`src/hw/rtl/twqa_pkg.sv`:
```
package twqa_pkg;

    // Fixed field widths
    localparam int QIDX_W  = 3;
    localparam int TOK_W   = 8;
    localparam int COUNT_W = 16;
    localparam int SUM_W   = 19;
    localparam int TABLE_W = 64;
    localparam int COST_W  = 8;
    localparam int CFG_IDX_W = 2;

    localparam logic [COUNT_W-1:0] COUNT_MAX = '1;

    // Request kinds
    typedef enum logic [1:0] {
        KIND_ENQ   = 2'd0,
        KIND_DROP  = 2'd1,
        KIND_GRANT = 2'd2
    } t_kind;

    // Configuration register indexes
    typedef enum logic [CFG_IDX_W-1:0] {
        CFG_REFILL = 2'd0,
        CFG_CAP    = 2'd1,
        CFG_COST   = 2'd2
    } t_cfg_idx;

    // Controller states
    typedef enum logic {
        ST_IDLE  = 1'b0,
        ST_SWEEP = 1'b1
    } t_state;

    // Request payload
    typedef struct packed {
        logic [1:0]        kind;
        logic [QIDX_W-1:0] queue_index;
    } t_req;

    // Result payload
    typedef struct packed {
        logic              grant_valid;
        logic [QIDX_W-1:0] granted_queue;
        logic [SUM_W-1:0]  total_pending;
    } t_res;

    // Running best candidate handed along the cell row
    typedef struct packed {
        logic               found;
        logic [TOK_W-1:0]   tokens;
        logic [COUNT_W-1:0] count;
        logic [QIDX_W-1:0]  sel;
    } t_best;

    // Per-cell update command from the controller
    typedef struct packed {
        logic inc;
        logic dec;
        logic take_cost;
    } t_cell_cmd;

    // Per-cell status back to the controller
    typedef struct packed {
        logic nonzero;
        logic full;
    } t_cell_stat;

endpackage

```
`src/hw/rtl/twqa_cell.sv`:
```
module twqa_cell
    import twqa_pkg::*;
#(
    parameter int CELL_IDX = 0
) (
    input  logic               i_clk,
    input  logic               i_rst_n,
    input  logic [TOK_W-1:0]   i_refill,
    input  logic [TOK_W-1:0]   i_cap,
    input  logic [COST_W-1:0]  i_cost,
    input  t_cell_cmd          i_cmd,
    input  logic               i_go,
    input  t_best              i_best,
    output logic               o_go,
    output t_best              o_best,
    output t_cell_stat         o_stat
);

    logic [TOK_W-1:0]   r_tok;
    logic [TOK_W-1:0]   n_tok;
    logic [COUNT_W-1:0] r_cnt;
    logic [COUNT_W-1:0] n_cnt;
    logic               r_go;
    t_best              r_best;
    t_best              n_best;

    logic [TOK_W-1:0]   rate;
    logic [TOK_W-1:0]   cap;
    logic [TOK_W:0]     lvl;
    logic               take;

    // Treat zero table bytes as one
    assign rate = (i_refill == '0) ? TOK_W'(1) : i_refill;
    assign cap  = (i_cap == '0) ? TOK_W'(1) : i_cap;
    assign lvl  = {1'b0, r_tok} + {1'b0, rate};

    // Compare this queue against the incoming best, using pre-refill tokens
    assign take = (r_cnt != '0) &&
                  (!i_best.found || (r_tok > i_best.tokens) ||
                   ((r_tok == i_best.tokens) && (r_cnt > i_best.count)));

    always_comb begin
        n_best = i_best;
        if (take) begin
            n_best.found  = 1'b1;
            n_best.tokens = r_tok;
            n_best.count  = r_cnt;
            n_best.sel    = QIDX_W'(CELL_IDX);
        end
    end

    // Refill on the sweep pass, charge the cost when granted
    always_comb begin
        n_tok = r_tok;
        if (i_go) begin
            n_tok = (lvl < {1'b0, cap}) ? lvl[TOK_W-1:0] : cap;
        end else if (i_cmd.take_cost) begin
            n_tok = (r_tok > i_cost) ? (r_tok - i_cost) : '0;
        end
    end

    // Adjust the pending count
    always_comb begin
        n_cnt = r_cnt;
        if (i_cmd.inc) begin
            n_cnt = r_cnt + COUNT_W'(1);
        end else if (i_cmd.dec) begin
            n_cnt = r_cnt - COUNT_W'(1);
        end
    end

    always_ff @(posedge i_clk) begin
        if (!i_rst_n) begin
            r_tok <= '0;
            r_cnt <= '0;
            r_go  <= 1'b0;
        end else begin
            r_tok <= n_tok;
            r_cnt <= n_cnt;
            r_go  <= i_go;
        end
    end

    // Hand the best candidate to the next cell
    always_ff @(posedge i_clk) begin
        if (i_go) begin
            r_best <= n_best;
        end
    end

    assign o_go           = r_go;
    assign o_best         = r_best;
    assign o_stat.nonzero = (r_cnt != '0);
    assign o_stat.full    = (r_cnt == COUNT_MAX);

endmodule

```
`src/hw/rtl/token_weighted_queue_arbiter.sv`:
```
// Token-weighted queue arbiter for one output port.
//
// Request channel: an enqueue, drop or grant request is taken at a clock edge
// with start high and busy low. Enqueue and drop update one queue in that cycle;
// their result appears in the next cycle and busy stays low, so they can be sent
// every cycle. A grant request runs a sweep along a row of NUM_QUEUES cells,
// one cell per cycle: each cell compares its queue against the best candidate
// handed from its left neighbor and refills its tokens. Busy is high while the
// sweep runs; the result is shown in the cycle busy falls, and the next request
// can be taken at the edge that ends that cycle.
// Results are shown for one cycle with o_res_strobe; the receiver cannot stall.
// Configuration writes (refill table, cap table, PDU cost) go through a
// valid/ready channel that is always ready; write only while idle.
// Reset (synchronous, active low) clears all counts, token levels and the
// pending sum, and loads the default tables.
module token_weighted_queue_arbiter
    import twqa_pkg::*;
#(
    parameter int NUM_QUEUES = 8
) (
    input  logic                 i_clk,
    input  logic                 i_rst_n,
    input  logic                 start,
    output logic                 busy,
    input  t_req                 i_req,
    output logic                 o_res_strobe,
    output t_res                 o_res,
    input  logic                 i_cfg_valid,
    output logic                 o_cfg_ready,
    input  logic [CFG_IDX_W-1:0] i_cfg_index,
    input  logic [TABLE_W-1:0]   i_cfg_data
);

    t_state               r_state;
    t_state               n_state;
    logic [TABLE_W-1:0]   r_refill;
    logic [TABLE_W-1:0]   r_cap;
    logic [COST_W-1:0]    r_cost;
    logic [SUM_W-1:0]     r_sum;
    logic [SUM_W-1:0]     n_sum;
    logic                 r_strobe;
    logic                 n_strobe;
    t_res                 r_res;
    t_res                 n_res;

    logic                 accept;
    logic                 go_first;
    logic                 done;
    t_best                best_last;
    logic [NUM_QUEUES-1:0] hit;
    logic [NUM_QUEUES-1:0] nonzero;
    logic [NUM_QUEUES-1:0] full;
    logic                 enq_ok;
    logic                 drop_ok;
    logic                 is_enq;
    logic                 is_drop;

    logic      go_chain [NUM_QUEUES+1];
    t_best     best_chain [NUM_QUEUES+1];
    t_cell_cmd cmd [NUM_QUEUES];
    t_cell_stat stat [NUM_QUEUES];

    assign accept   = start && !busy;
    assign is_enq   = (i_req.kind == KIND_ENQ);
    assign is_drop  = (i_req.kind == KIND_DROP);
    assign go_first = accept && (i_req.kind == KIND_GRANT);

    // Seed the row with an empty candidate
    assign go_chain[0]   = go_first;
    assign best_chain[0] = '0;

    assign done      = go_chain[NUM_QUEUES];
    assign best_last = best_chain[NUM_QUEUES];

    genvar k;
    generate
        for (k = 0; k < NUM_QUEUES; k++) begin : g_cell
            assign hit[k]     = (i_req.queue_index == QIDX_W'(k));
            assign nonzero[k] = stat[k].nonzero;
            assign full[k]    = stat[k].full;

            // Route updates to this queue
            assign cmd[k].inc       = accept && is_enq && hit[k] && !full[k];
            assign cmd[k].dec       = (accept && is_drop && hit[k] && nonzero[k]) ||
                                      (done && best_last.found &&
                                       (best_last.sel == QIDX_W'(k)));
            assign cmd[k].take_cost = done && best_last.found &&
                                      (best_last.sel == QIDX_W'(k));

            twqa_cell #(
                .CELL_IDX (k)
            ) u_cell (
                .i_clk    (i_clk),
                .i_rst_n  (i_rst_n),
                .i_refill (r_refill[TOK_W*k +: TOK_W]),
                .i_cap    (r_cap[TOK_W*k +: TOK_W]),
                .i_cost   (r_cost),
                .i_cmd    (cmd[k]),
                .i_go     (go_chain[k]),
                .i_best   (best_chain[k]),
                .o_go     (go_chain[k+1]),
                .o_best   (best_chain[k+1]),
                .o_stat   (stat[k])
            );
        end
    endgenerate

    assign enq_ok  = |(hit & ~full);
    assign drop_ok = |(hit & nonzero);

    // Next state, pending sum and result
    always_comb begin
        n_state  = r_state;
        n_sum    = r_sum;
        n_strobe = 1'b0;
        n_res    = r_res;
        case (r_state)
            ST_IDLE: begin
                if (accept) begin
                    if (is_enq && enq_ok) begin
                        n_sum = r_sum + SUM_W'(1);
                    end else if (is_drop && drop_ok) begin
                        n_sum = r_sum - SUM_W'(1);
                    end
                    if (go_first) begin
                        n_state = ST_SWEEP;
                    end else begin
                        n_strobe            = 1'b1;
                        n_res.grant_valid   = 1'b0;
                        n_res.granted_queue = '0;
                        n_res.total_pending = n_sum;
                    end
                end
            end
            ST_SWEEP: begin
                if (done) begin
                    n_state = ST_IDLE;
                    if (best_last.found) begin
                        n_sum = r_sum - SUM_W'(1);
                    end
                    n_strobe            = 1'b1;
                    n_res.grant_valid   = best_last.found;
                    n_res.granted_queue = best_last.found ? best_last.sel : '0;
                    n_res.total_pending = n_sum;
                end
            end
            default: begin
                n_state = ST_IDLE;
            end
        endcase
    end

    always_ff @(posedge i_clk) begin
        if (!i_rst_n) begin
            r_state  <= ST_IDLE;
            r_sum    <= '0;
            r_strobe <= 1'b0;
        end else begin
            r_state  <= n_state;
            r_sum    <= n_sum;
            r_strobe <= n_strobe;
        end
    end

    // Hold the result payload
    always_ff @(posedge i_clk) begin
        r_res <= n_res;
    end

    // Take configuration writes
    always_ff @(posedge i_clk) begin
        if (!i_rst_n) begin
            r_refill <= 64'h0101_0101_0101_0101;
            r_cap    <= 64'h0505_0505_0505_0505;
            r_cost   <= COST_W'(1);
        end else if (i_cfg_valid && o_cfg_ready) begin
            case (i_cfg_index)
                CFG_REFILL: r_refill <= i_cfg_data;
                CFG_CAP:    r_cap    <= i_cfg_data;
                CFG_COST:   r_cost   <= i_cfg_data[COST_W-1:0];
                default:    ;
            endcase
        end
    end

    assign busy         = (r_state == ST_SWEEP);
    assign o_cfg_ready  = 1'b1;
    assign o_res_strobe = r_strobe;
    assign o_res        = r_res;

endmodule

```
`config.mk`:
```
export PLATFORM = sky130hd
export DESIGN_NAME = token_weighted_queue_arbiter
export DESIGN_NICKNAME = d
export VERILOG_FILES = /design/src/hw/rtl/twqa_pkg.sv /design/src/hw/rtl/twqa_cell.sv /design/src/hw/rtl/token_weighted_queue_arbiter.sv
export SDC_FILE = /design/constraint.sdc
export NUM_CORES = 2
export LEC_CHECK = 0
export BUFFER_PORTS_ARGS = -buffer_cell sky130_fd_sc_hd__buf_2
export CAP_MARGIN = 30
export CORE_MARGIN = 2
export CORE_UTILIZATION = 45
export CTS_CLUSTER_DIAMETER = 200
export CTS_CLUSTER_SIZE = 24
export DETAILED_ROUTE_END_ITERATION = 16
export PLACE_DENSITY = 0.58
export SYNTH_ARGS = -nofsm -noshare
export SYNTH_HDL_FRONTEND = slang
export SYNTH_SLANG_ARGS = --single-unit
```
`constraint.sdc`:
```
create_clock -name i_clk -period 13.2 [get_ports i_clk]
set_input_delay 2.64 -clock i_clk [delete_from_list [all_inputs] [get_ports i_clk]]
set_output_delay 2.64 -clock i_clk [all_outputs]
set_load 0.005 [all_outputs]
```
==> results.sh <==
export IMPL_cts_buffers=27
export IMPL_finalWirelength_microns=102000
export IMPL_num_vias=30600
export IMPL_start_util_pct=45.2
export IMPL_synth_edf_count=216
export IMPL_netlist_area_sq_um=39100
export IMPL_synthCells=4339
export IMPL_post_cts_buffers=0
export IMPL_cts_buffer_depth=3
export IMPL_grt_total_usage_pct=22.7
export IMPL_cp_max_fo=16
export IMPL_path_clk_slew_ns=0.10
export IMPL_finalSetupViolCount=0
export IMPL_power_leakage_nw=18.0
export IMPL_wire_per_inst_microns=18.7
export IMPL_drt_iter0_drc=1682
export IMPL_slew_limit_headroom_pct=30.3
export IMPL_power_density_nw_per_um2=86.6
export IMPL_cp_required_ns=13.73
export IMPL_synth_top_area_share_pct=18.3
export IMPL_dr_pass1_iters=5
export IMPL_cp_arrival_ns=6.92
export IMPL_synth_cell_types=80
export IMPL_end_kind="flip-flop"
export IMPL_yosysTopAreaCell="dfxtp_1"
export IMPL_tritoncts="yes"
export IMPL_clock_sinks=573
export IMPL_ys_warn_count=0
export IMPL_async_flop_share_pct=0
export IMPL_worst_pin_slew_ns=1.04
export IMPL_antenna_found_initial=4
export IMPL_synth_nets=4904
export IMPL_synthToLayoutAreaGrowth_pct=6.09
export IMPL_grt_pass1_wl_microns=164000
export IMPL_portBuffers=99
export IMPL_fin_crit_ns=6.39
export IMPL_pwr_share_comb_pct=18.9
export IMPL_grt_start_max_net_pins=120
export IMPL_p_switching_w=0.00103
export IMPL_setup_tns_ns=0
export IMPL_postPlaceCellArea_sq_um=40600
export IMPL_grt_overflow_total=0
export IMPL_internal_power_w=0.00256
export IMPL_design_area_sq_um=41400
export IMPL_fin_skew_ns=0.0239
export IMPL_seqPwrFrac_pct=53.8
export IMPL_core_rowCount=108
export IMPL_drive_above_1_share_pct=7.13
export IMPL_syn_avg_cell_area_sq_um=9.00
export IMPL_antenna_left=0
export IMPL_cts_resized=0
export IMPL_maxCapViolCount=0
export IMPL_grt_setup_unrepaired="false"
export IMPL_hold_buffers=0
export IMPL_die_h_microns=299
export IMPL_start_kind="input pin"
export IMPL_ys_ff_latch=573
export IMPL_ir_drop_mv=0.130
export IMPL_cts_root_buf="clkbuf_16"
export IMPL_crit_type="in2reg"
export IMPL_core_sq_um=86300
export IMPL_fp_dieArea_sq_um=89200
export IMPL_nNetsFinal=4869
export IMPL_setup_slack_ns=6.81
export IMPL_clockPowerShare_pct=27.3
export IMPL_gp_congestion=0.875
export IMPL_fp_dieW_microns=299
export IMPL_switching_share_pct=28.7
export IMPL_h_tree_depth=1
export IMPL_synth_seq_area_share_pct=34.9
export IMPL_vias_per_cell=5.58
export IMPL_synth_area_leaders="dfxtp_1 (18%), edfxtp_1 (17%), ha_1 (15%)"
export IMPL_grt_pass1_vias=29200
export IMPL_clkLatencyLatePin_ns=0.64
export IMPL_yosys_top_cells_count="ha_1 (466), nand2_1 (398), dfxtp_1 (357)"
export IMPL_hold_path_class="reg2reg"
export IMPL_synth_most_common_cell="ha_1"
export IMPL_hold_viol=0
export IMPL_max_freq_mhz=157
export IMPL_hpwl_microns=78100
export IMPL_slew_viol_final=0
export IMPL_io_pins=101
export IMPL_drc_errors=0
export IMPL_status="finished clean"
export IMPL_synth_main_ff_cell="dfxtp_1"
export IMPL_finalCritPeriodShare_pct=48.4
export IMPL_dp_slack_ns=6.20
-- layer usage --
layer	global-route usage, %	part of all wire, %
met2	38.3	47
met1	31.9	49
met4	4.71	2.1
met3	1.50	2.6
met5	0	0
-- state kept, by name, indices dropped and copies added (netlist names) --
name,flops
busy,1
g_cell.u_cell.o_best,193
g_cell.u_cell.o_go,8
g_cell.u_cell.r_cnt,128
g_cell.u_cell.r_tok,64
o_res,23
o_res_strobe,1
r_cap,64
r_cost,8
r_refill,64
r_sum,19
-- power groups by stage --
stage | Clock (W) | Combinational [W] | Sequential [W]
after floorplan | 0 | 0.000505 | 0.00195
after global placement | 0 | 0.000664 | 0.00197
after detailed placement | 0 | 0.000676 | 0.00197
after CTS | 0.00102 | 0.000680 | 0.00193
after global routing | 0.00107 | 0.000761 | 0.00194
final | 0.000979 | 0.000680 | 0.00193
-- stage by stage --
stage	hold WS, ns	util [%]	total power [W]	instances
floorplan	0.436	-	0.00245	4339
global placement	0.442	46.8	0.00263	5415
detailed placement	0.449	47.0	0.00265	5427
CTS	0.464	47.9	0.00363	5474
global route	0.478	48.0	0.00377	5479
finish	0.461	48.0	0.00359	5480
-- critical path: stages --
cell and delay, ns:
buf_2 0.09, nand2b_1 0.23, nor3_2 0.18, buf_4 0.21, and2_1 0.33, inv_1 0.36
fa_1 0.51, a21o_1 0.19, a21o_1 0.21, a2111oi_0 0.61, o311ai_0 0.33, a21o_1 0.25
a21o_1 0.19, a311oi_1 0.34, nand4_1 0.13, o221ai_1 0.11
-- cell families (layout without fill, tap and decap cells) --
group	Yosys count	in the layout	synth area share (%)
other cells	1	4	0.00960
mux	177	177	4.80
fa+ha+maj	490	490	16.2
compound gates	1092	1092	18.6
flops	573	573	34.9
xor+xnor	217	217	4.87
buf+inv	533	516	5.21
simple gates	1256	1256	15.5
-- cell type report --
cell class | count | area (sq um)
Tap cell | 1155 | 1450
Sequential cell | 573 | 13600
Timing Repair Buffer | 144 | 952
Multi-Input combinational cell | 3233 | 23400
Fill cell | 8362 | 44900
Inverter | 325 | 1230
Clock inverter | 2 | 13.8
Clock buffer | 45 | 743
Antenna cell | 3 | 7.51
-- path summary, 6_finish.rpt --
kind	startpoint	slack (ns)	endpoint	cells past startpoint
setup reg to reg	busy$_SDFF_PN0_	8.20	g_cell[0].u_cell.r_cnt[14]$_SDFFE_PN0P_	16
setup / recovery	start	6.81	g_cell[0].u_cell.r_cnt[14]$_SDFFE_PN0P_	16
hold / removal	r_cap[57]$_SDFFE_PN0P_	0.46	r_cap[57]$_SDFFE_PN0P_	2
hold reg to reg	r_cap[57]$_SDFFE_PN0P_	0.46	r_cap[57]$_SDFFE_PN0P_	2
-- placed cells by master (no fill, tap or decap), types with 24 or more instances in the layout --
cell type / instances
ha_1: 466
nand2_1: 398
dfxtp_1: 355
a21oi_1: 337
inv_1: 322
nor2_1: 285
edfxtp_1: 216
a21o_1: 156
o21ai_0: 149
xnor2_1: 134
buf_2: 102
nand4_1: 98
mux2i_1: 96
nor3_1: 84
xor2_1: 83
mux2_2: 81
nand3_1: 76
nand2b_1: 69
a22o_1: 64
nor4_1: 63
a211oi_1: 63
a31oi_1: 45
o21a_1: 44
nor2b_1: 42
and2_1: 40
buf_4: 33
o21bai_1: 31
a22oi_1: 27
clkbuf_16: 27
fa_1: 24
Note: power is estimated with default switching activity, not from simulation.
